### src/rtl/drl_pkg.sv
// Shared types and constants for the data run list decoder.
`default_nettype none
package drl_pkg;

  localparam logic [3:0] MaxFieldBytes = 4'd8;

  typedef enum logic [1:0] {
    KindRun    = 2'd0,
    KindSparse = 2'd1,
    KindEnd    = 2'd2,
    KindError  = 2'd3
  } kind_e;

  typedef enum logic [1:0] {
    PhIdle   = 2'd0,
    PhHeader = 2'd1,
    PhLength = 2'd2,
    PhOffset = 2'd3
  } phase_e;

  typedef struct packed {
    kind_e       kind;
    logic        start;
    logic        clr_prev;
    logic [63:0] offset;
    logic [63:0] length;
  } cmd_t;

endpackage
`default_nettype wire

### src/rtl/drl_front.sv
// Front end: parses list bytes into run commands.
`default_nettype none
module drl_front (
  input  wire logic          clk_i,
  input  wire logic          rst_ni,
  input  wire logic          accept_i,
  input  wire logic [7:0]    data_byte_i,
  input  wire logic          list_start_i,
  input  wire logic          extent_i,
  output drl_pkg::cmd_t      cmd_o,
  output logic               cmd_valid_o
);

  drl_pkg::phase_e phase_q, phase_d;
  logic [3:0]  len_left_q, len_left_d;
  logic [3:0]  off_left_q, off_left_d;
  logic [2:0]  pos_q, pos_d;
  logic [63:0] len_acc_q, len_acc_d;
  logic [63:0] off_acc_q, off_acc_d;
  logic        pend_start_q, pend_start_d;
  logic        pend_clr_q, pend_clr_d;

  drl_pkg::phase_e phase_eff;
  logic            start_eff;
  logic            clr_eff;
  logic [3:0]      len_n;
  logic [3:0]      off_n;
  logic [3:0]      left_dec;
  logic [63:0]     off_final;
  drl_pkg::kind_e  kind_c;
  logic            emit_c;

  assign len_n = data_byte_i[3:0];
  assign off_n = data_byte_i[7:4];

  always_comb begin
    phase_eff = list_start_i ? drl_pkg::PhHeader : phase_q;
    start_eff = pend_start_q | list_start_i;
    clr_eff   = pend_clr_q | (list_start_i & ~extent_i);

    phase_d      = phase_q;
    len_left_d   = len_left_q;
    off_left_d   = off_left_q;
    pos_d        = pos_q;
    len_acc_d    = len_acc_q;
    off_acc_d    = off_acc_q;
    pend_start_d = pend_start_q;
    pend_clr_d   = pend_clr_q;
    kind_c       = drl_pkg::KindRun;
    emit_c       = 1'b0;
    left_dec     = 4'd0;
    off_final    = off_acc_q;

    if (accept_i) begin
      pend_start_d = start_eff;
      pend_clr_d   = clr_eff;
      phase_d      = phase_eff;
      case (phase_eff)
        drl_pkg::PhIdle: begin
        end
        drl_pkg::PhHeader: begin
          if (data_byte_i == 8'd0) begin
            kind_c  = drl_pkg::KindEnd;
            emit_c  = 1'b1;
            phase_d = drl_pkg::PhIdle;
          end else if (len_n > drl_pkg::MaxFieldBytes || off_n > drl_pkg::MaxFieldBytes) begin
            kind_c  = drl_pkg::KindError;
            emit_c  = 1'b1;
            phase_d = drl_pkg::PhIdle;
          end else begin
            len_left_d = len_n;
            off_left_d = off_n;
            pos_d      = 3'd0;
            len_acc_d  = 64'd0;
            off_acc_d  = 64'd0;
            phase_d    = (len_n != 4'd0) ? drl_pkg::PhLength : drl_pkg::PhOffset;
          end
        end
        drl_pkg::PhLength: begin
          len_acc_d[{pos_q, 3'b000} +: 8] = data_byte_i;
          pos_d      = pos_q + 3'd1;
          left_dec   = len_left_q - 4'd1;
          len_left_d = left_dec;
          if (left_dec == 4'd0) begin
            pos_d = 3'd0;
            if (off_left_q == 4'd0) begin
              kind_c  = drl_pkg::KindSparse;
              emit_c  = 1'b1;
              phase_d = drl_pkg::PhHeader;
            end else begin
              phase_d = drl_pkg::PhOffset;
            end
          end
        end
        drl_pkg::PhOffset: begin
          off_acc_d[{pos_q, 3'b000} +: 8] = data_byte_i;
          left_dec   = off_left_q - 4'd1;
          off_left_d = left_dec;
          if (left_dec != 4'd0) begin
            pos_d = pos_q + 3'd1;
          end else begin
            for (int i = 0; i < 8; i++) begin
              if (3'(i) < pos_q) begin
                off_final[i*8 +: 8] = off_acc_q[i*8 +: 8];
              end else if (3'(i) == pos_q) begin
                off_final[i*8 +: 8] = data_byte_i;
              end else begin
                off_final[i*8 +: 8] = {8{data_byte_i[7]}};
              end
            end
            off_acc_d = off_final;
            kind_c    = drl_pkg::KindRun;
            emit_c    = 1'b1;
            pos_d     = 3'd0;
            phase_d   = drl_pkg::PhHeader;
          end
        end
        default: begin
          phase_d = drl_pkg::PhIdle;
        end
      endcase
      if (emit_c) begin
        pend_start_d = 1'b0;
        pend_clr_d   = 1'b0;
      end
    end
  end

  assign cmd_valid_o     = emit_c;
  assign cmd_o.kind      = kind_c;
  assign cmd_o.start     = start_eff;
  assign cmd_o.clr_prev  = clr_eff;
  assign cmd_o.offset    = off_final;
  assign cmd_o.length    = len_acc_d;

  always_ff @(posedge clk_i or negedge rst_ni) begin
    if (!rst_ni) begin
      phase_q      <= drl_pkg::PhIdle;
      len_left_q   <= 4'd0;
      off_left_q   <= 4'd0;
      pos_q        <= 3'd0;
      pend_start_q <= 1'b0;
      pend_clr_q   <= 1'b0;
    end else begin
      phase_q      <= phase_d;
      len_left_q   <= len_left_d;
      off_left_q   <= off_left_d;
      pos_q        <= pos_d;
      pend_start_q <= pend_start_d;
      pend_clr_q   <= pend_clr_d;
    end
  end

  always_ff @(posedge clk_i) begin
    len_acc_q <= len_acc_d;
    off_acc_q <= off_acc_d;
  end

endmodule
`default_nettype wire

### src/rtl/drl_fifo.sv
// Short command queue between the front end and the back end.
`default_nettype none
module drl_fifo #(
  parameter int Depth = 2
) (
  input  wire logic          clk_i,
  input  wire logic          rst_ni,
  input  wire logic          push_i,
  input  drl_pkg::cmd_t      data_i,
  output logic               full_o,
  input  wire logic          pop_i,
  output drl_pkg::cmd_t      data_o,
  output logic               valid_o
);

  localparam int PtrW = (Depth > 1) ? $clog2(Depth) : 1;
  localparam int CntW = $clog2(Depth + 1);
  localparam logic [PtrW-1:0] LastPtr = PtrW'(Depth - 1);
  localparam logic [CntW-1:0] FullCnt = CntW'(Depth);

  drl_pkg::cmd_t   mem_q [Depth];
  logic [PtrW-1:0] wr_ptr_q, wr_ptr_d;
  logic [PtrW-1:0] rd_ptr_q, rd_ptr_d;
  logic [CntW-1:0] cnt_q, cnt_d;
  logic            do_push;
  logic            do_pop;

  assign full_o  = (cnt_q == FullCnt);
  assign valid_o = (cnt_q != '0);
  assign data_o  = mem_q[rd_ptr_q];
  assign do_push = push_i & ~full_o;
  assign do_pop  = pop_i & valid_o;

  always_comb begin
    wr_ptr_d = wr_ptr_q;
    rd_ptr_d = rd_ptr_q;
    cnt_d    = cnt_q;
    if (do_push) begin
      wr_ptr_d = (wr_ptr_q == LastPtr) ? '0 : wr_ptr_q + PtrW'(1);
    end
    if (do_pop) begin
      rd_ptr_d = (rd_ptr_q == LastPtr) ? '0 : rd_ptr_q + PtrW'(1);
    end
    if (do_push && !do_pop) begin
      cnt_d = cnt_q + CntW'(1);
    end else if (do_pop && !do_push) begin
      cnt_d = cnt_q - CntW'(1);
    end
  end

  always_ff @(posedge clk_i or negedge rst_ni) begin
    if (!rst_ni) begin
      wr_ptr_q <= '0;
      rd_ptr_q <= '0;
      cnt_q    <= '0;
    end else begin
      wr_ptr_q <= wr_ptr_d;
      rd_ptr_q <= rd_ptr_d;
      cnt_q    <= cnt_d;
    end
  end

  always_ff @(posedge clk_i) begin
    if (do_push) begin
      mem_q[wr_ptr_q] <= data_i;
    end
  end

endmodule
`default_nettype wire

### src/rtl/drl_back.sv
// Back end: cluster arithmetic, fragment count and result register.
`default_nettype none
module drl_back (
  input  wire logic          clk_i,
  input  wire logic          rst_ni,
  input  drl_pkg::cmd_t      cmd_i,
  input  wire logic          cmd_valid_i,
  output logic               cmd_pop_o,
  output logic [1:0]         kind_o,
  output logic [63:0]        run_cluster_o,
  output logic [63:0]        run_length_o,
  output logic [15:0]        fragment_count_o,
  output logic               out_valid_o,
  input  wire logic          out_pop_i
);

  logic [63:0] cur_q, cur_d;
  logic [63:0] prev_c_q, prev_c_d;
  logic [63:0] prev_l_q, prev_l_d;
  logic [15:0] frag_q, frag_d;
  logic        out_valid_q, out_valid_d;
  drl_pkg::kind_e out_kind_q, out_kind_d;
  logic [63:0] out_cluster_q, out_cluster_d;
  logic [63:0] out_length_q, out_length_d;
  logic [15:0] out_frag_q, out_frag_d;

  logic [63:0] cur_b, pc_b, pl_b, new_c, prev_end;
  logic [15:0] frag_b;
  logic        take;

  assign take      = cmd_valid_i & (~out_valid_q | out_pop_i);
  assign cmd_pop_o = take;

  always_comb begin
    cur_b    = cmd_i.start ? 64'd0 : cur_q;
    frag_b   = cmd_i.start ? 16'd0 : frag_q;
    pc_b     = cmd_i.clr_prev ? 64'd0 : prev_c_q;
    pl_b     = cmd_i.clr_prev ? 64'd0 : prev_l_q;
    new_c    = cur_b + cmd_i.offset;
    prev_end = pc_b + pl_b;

    cur_d         = cur_q;
    prev_c_d      = prev_c_q;
    prev_l_d      = prev_l_q;
    frag_d        = frag_q;
    out_valid_d   = out_valid_q & ~out_pop_i;
    out_kind_d    = out_kind_q;
    out_cluster_d = out_cluster_q;
    out_length_d  = out_length_q;
    out_frag_d    = out_frag_q;

    if (take) begin
      cur_d         = cur_b;
      prev_c_d      = pc_b;
      prev_l_d      = pl_b;
      frag_d        = frag_b;
      out_valid_d   = 1'b1;
      out_kind_d    = cmd_i.kind;
      out_cluster_d = 64'd0;
      out_length_d  = 64'd0;
      case (cmd_i.kind)
        drl_pkg::KindRun: begin
          cur_d    = new_c;
          prev_c_d = new_c;
          prev_l_d = cmd_i.length;
          if (prev_end != new_c && frag_b != 16'hFFFF) begin
            frag_d = frag_b + 16'd1;
          end
          out_cluster_d = new_c;
          out_length_d  = cmd_i.length;
        end
        drl_pkg::KindSparse: begin
          out_length_d = cmd_i.length;
        end
        default: begin
        end
      endcase
      out_frag_d = frag_d;
    end
  end

  always_ff @(posedge clk_i or negedge rst_ni) begin
    if (!rst_ni) begin
      cur_q       <= 64'd0;
      prev_c_q    <= 64'd0;
      prev_l_q    <= 64'd0;
      frag_q      <= 16'd0;
      out_valid_q <= 1'b0;
    end else begin
      cur_q       <= cur_d;
      prev_c_q    <= prev_c_d;
      prev_l_q    <= prev_l_d;
      frag_q      <= frag_d;
      out_valid_q <= out_valid_d;
    end
  end

  always_ff @(posedge clk_i) begin
    out_kind_q    <= out_kind_d;
    out_cluster_q <= out_cluster_d;
    out_length_q  <= out_length_d;
    out_frag_q    <= out_frag_d;
  end

  assign out_valid_o      = out_valid_q;
  assign kind_o           = out_kind_q;
  assign run_cluster_o    = out_cluster_q;
  assign run_length_o     = out_length_q;
  assign fragment_count_o = out_frag_q;

endmodule
`default_nettype wire

### src/rtl/data_run_list_decoder.sv
// Data run list decoder top level: front parser, command queue, back end.
// Throughput: one list byte per cycle, sustained, while results are popped.
// A result reaches the result ports through a command queue entry, then the back
// end result register, after the byte that completes it is accepted.
// Reset: asynchronous, active low; clears the parser phase, queue, running
// cluster, previous run and fragment count. No clearing pass is needed.
`default_nettype none
module data_run_list_decoder #(
  parameter int QueueDepth = 2
) (
  input  wire logic        clk_i,
  input  wire logic        rst_ni,
  input  wire logic        push,
  output logic             full,
  input  wire logic [7:0]  data_byte_i,
  input  wire logic        list_start_i,
  input  wire logic        extent_i,
  output logic             empty,
  input  wire logic        pop,
  output logic [1:0]       kind_o,
  output logic [63:0]      run_cluster_o,
  output logic [63:0]      run_length_o,
  output logic [15:0]      fragment_count_o
);

  drl_pkg::cmd_t front_cmd;
  drl_pkg::cmd_t back_cmd;
  logic          front_valid;
  logic          q_full;
  logic          q_valid;
  logic          q_pop;
  logic          out_valid;
  logic          accept;

  assign full   = q_full;
  assign accept = push & ~q_full;
  assign empty  = ~out_valid;

  drl_front u_front (
    .clk_i        (clk_i),
    .rst_ni       (rst_ni),
    .accept_i     (accept),
    .data_byte_i  (data_byte_i),
    .list_start_i (list_start_i),
    .extent_i     (extent_i),
    .cmd_o        (front_cmd),
    .cmd_valid_o  (front_valid)
  );

  drl_fifo #(
    .Depth (QueueDepth)
  ) u_fifo (
    .clk_i   (clk_i),
    .rst_ni  (rst_ni),
    .push_i  (front_valid),
    .data_i  (front_cmd),
    .full_o  (q_full),
    .pop_i   (q_pop),
    .data_o  (back_cmd),
    .valid_o (q_valid)
  );

  drl_back u_back (
    .clk_i            (clk_i),
    .rst_ni           (rst_ni),
    .cmd_i            (back_cmd),
    .cmd_valid_i      (q_valid),
    .cmd_pop_o        (q_pop),
    .kind_o           (kind_o),
    .run_cluster_o    (run_cluster_o),
    .run_length_o     (run_length_o),
    .fragment_count_o (fragment_count_o),
    .out_valid_o      (out_valid),
    .out_pop_i        (pop)
  );

endmodule
`default_nettype wire

### config.mk
export PLATFORM = sky130hd
export DESIGN_NAME = data_run_list_decoder
export DESIGN_NICKNAME = d
export VERILOG_FILES = /design/src/rtl/drl_pkg.sv /design/src/rtl/drl_front.sv /design/src/rtl/drl_fifo.sv /design/src/rtl/drl_back.sv /design/src/rtl/data_run_list_decoder.sv
export SDC_FILE = /design/constraint.sdc
export NUM_CORES = 2
export LEC_CHECK = 0
export ABC_CLOCK_PERIOD_IN_PS = 11780
export BUFFER_PORTS_ARGS = -buffer_cell sky130_fd_sc_hd__buf_2
export CORE_AREA = 2 2 339 257
export DETAILED_ROUTE_END_ITERATION = 8
export DIE_AREA = 0 0 341 259
export GPL_TIMING_DRIVEN = 0
export PLACE_DENSITY_LB_ADDON = 0.12
export SYNTH_ARGS = -nofsm -noshare
export SYNTH_HDL_FRONTEND = slang
export SYNTH_HIERARCHICAL = 1
export SYNTH_SLANG_ARGS = --single-unit
### constraint.sdc
create_clock -name clk_i -period 11.78 [get_ports clk_i]
set_input_delay 1.178 -clock clk_i [delete_from_list [all_inputs] [get_ports clk_i]]
set_output_delay 1.178 -clock clk_i [all_outputs]
set_load 0.005 [all_outputs]
==> results.cfg <==
[cts]
cts_tree = built
clkLatencyLatePin_ns = 0.69
cts_root_buf = clkbuf_16
cts.sinks = 766
cts_buffer_depth = 3
cts_buffers = 78
post_cts_buffers = 0
hold_buffers = 0
cts-resized-gates = 0
clk_pin_slew_worst_paths_ns = 0.07
h-tree-depth = 3

[setup_path]
endpoint_kind = register
crit_path_start_kind = register
critical_path_required_ns = 12.18
crit_start = u_fifo/rd_ptr_q
cp_top_family = simple AND/OR/NAND/NOR gates
crit_chain = buf_6 -> buf_2 -> mux2_2 -> clkbuf_1 -> clkbuf_1 -> clkbuf_1 -> nor2b_1 -> ha_1 -> clkbuf_1 -> nand4_1 -> nor4_1 -> nand2_1 -> a311oi_1 -> or3_1 -> mux2i_1 -> nor2_1 -> xnor2_1 -> nor4_1 -> nand4_1 -> or4_4 -> o21ai_4 -> buf_4 -> nor2_1 -> xor2_1
critPathBufInv = 7
r2r_start = u_fifo/rd_ptr_q
critPathMostFrequentCell = clkbuf_1
arrival_ns = 10.08
crit_path_top_delay_cell = nor4_1
worstPathMaxFanout = 10
worstSetupPathType = register to register
cpPeakStageDelay_ns = 0.73

[global_routing]
first_global_vias = 30900
grt_pass1_wl_mm = 211
overflow = 0
grt_use_total_pct = 32.5
antenna_found_initial = 9
grt_max_degree = 91

[sta]
hold_violations = 0
slew-limit-headroom_pct = 5.77
fin_ws_ns = 2.10
fin_crit_ns = 9.68
fin_skew_ns = 0.0523
fmax_ghz = 0.103
worst_pin_slew_ns = 1.41
slew_viol_final = 0
setup_viol = 0
fin_crit_sh_pct = 82.2
rsz0062_at_grt = no

[finish]
syn_to_final_growth_pct = 12.2
drive_above_1_share_pct = 12.5
fin_nets = 4430
stdcell_count = 5477
design_area_um2 = 47500
utilization_pct = 55.8
nFillCells = 7521

[synth]
yosys.area.top_type = edfxtp_1
synth-main-ff-cell = edfxtp_1
synth-seq-cells = 766
synth_edf_count = 474
ys_types = 111
synthesis.area_um2 = 42300
synth.avg_cell_area_um2 = 10.5
synth_top_area_share_pct = 33.6
synth_area_leaders = edfxtp_1 34%, dfrtp_1 13%, nand2_1 4.4%
synth_cells = 4021
yosysSeqAreaShare_pct = 50.2
syn_nets = 4183
synthArstFlopShare_pct = 29.8
ys_warn_count = 6

[route]
ant_nets = 0
dr.pass1.iters = 7
wl_per_cell_um = 26.5
drc = 0
drt-vias-per-instance = 6.13
vias = 33600
wirelength_mm = 145
first_iter_violations = 4380

[die]
core_area_um2 = 85100
initial_core_util_pct = 49.7
pin_count = 162
dieArea_um2 = 88300
placementRows = 93
die_h_um = 259
die_x_um = 341

[place]
place.gp.congestion = 1.01
dp.cells = 5328
hpwl_mm = 111
portBuffers = 155
place_ws_ns = 2.53
post_dp_cell_area_um2 = 44800

[worst_hold_path]
hold_path.class = input pin to async pin

[pwr]
p_leak_uw = 0.0194
ir_drop_v = 0.000174
powerDensity_nw_per_um2 = 263

[status]
status = completed

[job]
maxCapViolCount = 0
[power by group]
group	switching (uW)	internal, uW
clock network	1130	1420
logic	3850	2080
registers	314	3720
[cells in the final DEF (no fill, tap or decap), drive strengths merged, types with 64 or more instances in the layout]
cell type    n
nand4       65
clkbuf     284
edfxtp     474
nor3        65
nor2       252
xnor2      104
buf        231
nand2      500
a21oi      265
dfxtp       64
nor2b      279
a21o        82
ha         146
o21ai      215
dfrtp      228
mux2       141
a22o       130
[per-stage QoR]
step,total power (uW),TNS (ns),hold slack (ns)
floorplan,7770,0,0.434
global placement,9850,-239.11,0.452
detailed placement,9810,0,0.456
CTS,12400,0,0.457
global route,13100,0,0.484
finish,12500,0,0.451
[sequential cells by signal (all words and copies together), names as in the netlist, 16 cells and up]
register / count
u_front/len_acc_q: 64
u_back/cur_q: 64
u_back/run_cluster_o: 64
u_front/off_acc_q: 64
u_back/prev_l_q: 64
u_fifo/mem_q: 264
u_back/frag_q: 16
u_back/fragment_count_o: 16
u_back/run_length_o: 64
u_back/prev_c_q: 64
[synth_stat cells, drive strengths merged (18+ instances only)]
library cell    n
o21bai         25
dfxtp          64
nor3           65
dfrtp         228
xor2           53
o22ai          62
nor2          252
buf            64
a31oi          43
o21ai         215
nand2         500
mux2i          39
xnor2         104
o211ai         19
ha            146
o21a           30
edfxtp        474
nor2b         279
and2           59
inv            60
a21o           82
nor4           18
mux2          141
nand2b         20
a21oi         265
a22o          130
nand4          65
nand3          63
a211oi         30
clkbuf        179
[cells by family after synthesis]
family / count (synthesis) / share of synthesized area [%]
AO/OA/AOI/OAI: 1048 / 16.6
buffers and inverters: 305 / 3.10
adder cells (fa/ha/maj): 148 / 4.41
multiplexers: 180 / 5.30
XOR/XNOR: 174 / 4.19
flip-flops: 766 / 50.2
AND/OR/NAND/NOR: 1400 / 16.2
[per-layer routing]
| layer | vias to the layer above | routed length [um] | global-route usage, % |
|---|---|---|---|
| met3 | 210 | 14800 | 7.34 |
| met2 | 1701 | 58500 | 45.4 |
| met4 | 0 | 4400 | 9.15 |
| met5 | - | 0 | 0 |
| met1 | 16400 | 67200 | 50.1 |
| li1 | 15300 | - | - |
[layout make-up]
class,count,area [um2],area share [%]
antenna,4,10.0,0.0211
timing repair buffer,167,1070,2.26
sequential,766,21200,44.7
inverter,62,235,0.495
buffer,243,1080,2.28
multi-input combinational,2950,19800,41.7
clock inverter,40,468,0.986
clock buffer,105,2180,4.59
tap,1140,1430,3.00
[worst paths after layout]
kind | slack, ns | to | cells past startpoint
worst max-delay path | 2.10 | u_back/fragment_count_o[6] | 24
worst min-delay path | 0.45 | u_back/prev_l_q[8] | 1
worst max register to register | 2.10 | u_back/fragment_count_o[6] | 24
worst min register to register | 0.47 | u_back/cur_q[9] | 1
max in group asynchronous | 10.36 | u_back/cur_q[57] | 2
min in group clk_i | 0.47 | u_back/cur_q[9] | 1
Power figures use the tool's default switching activity.
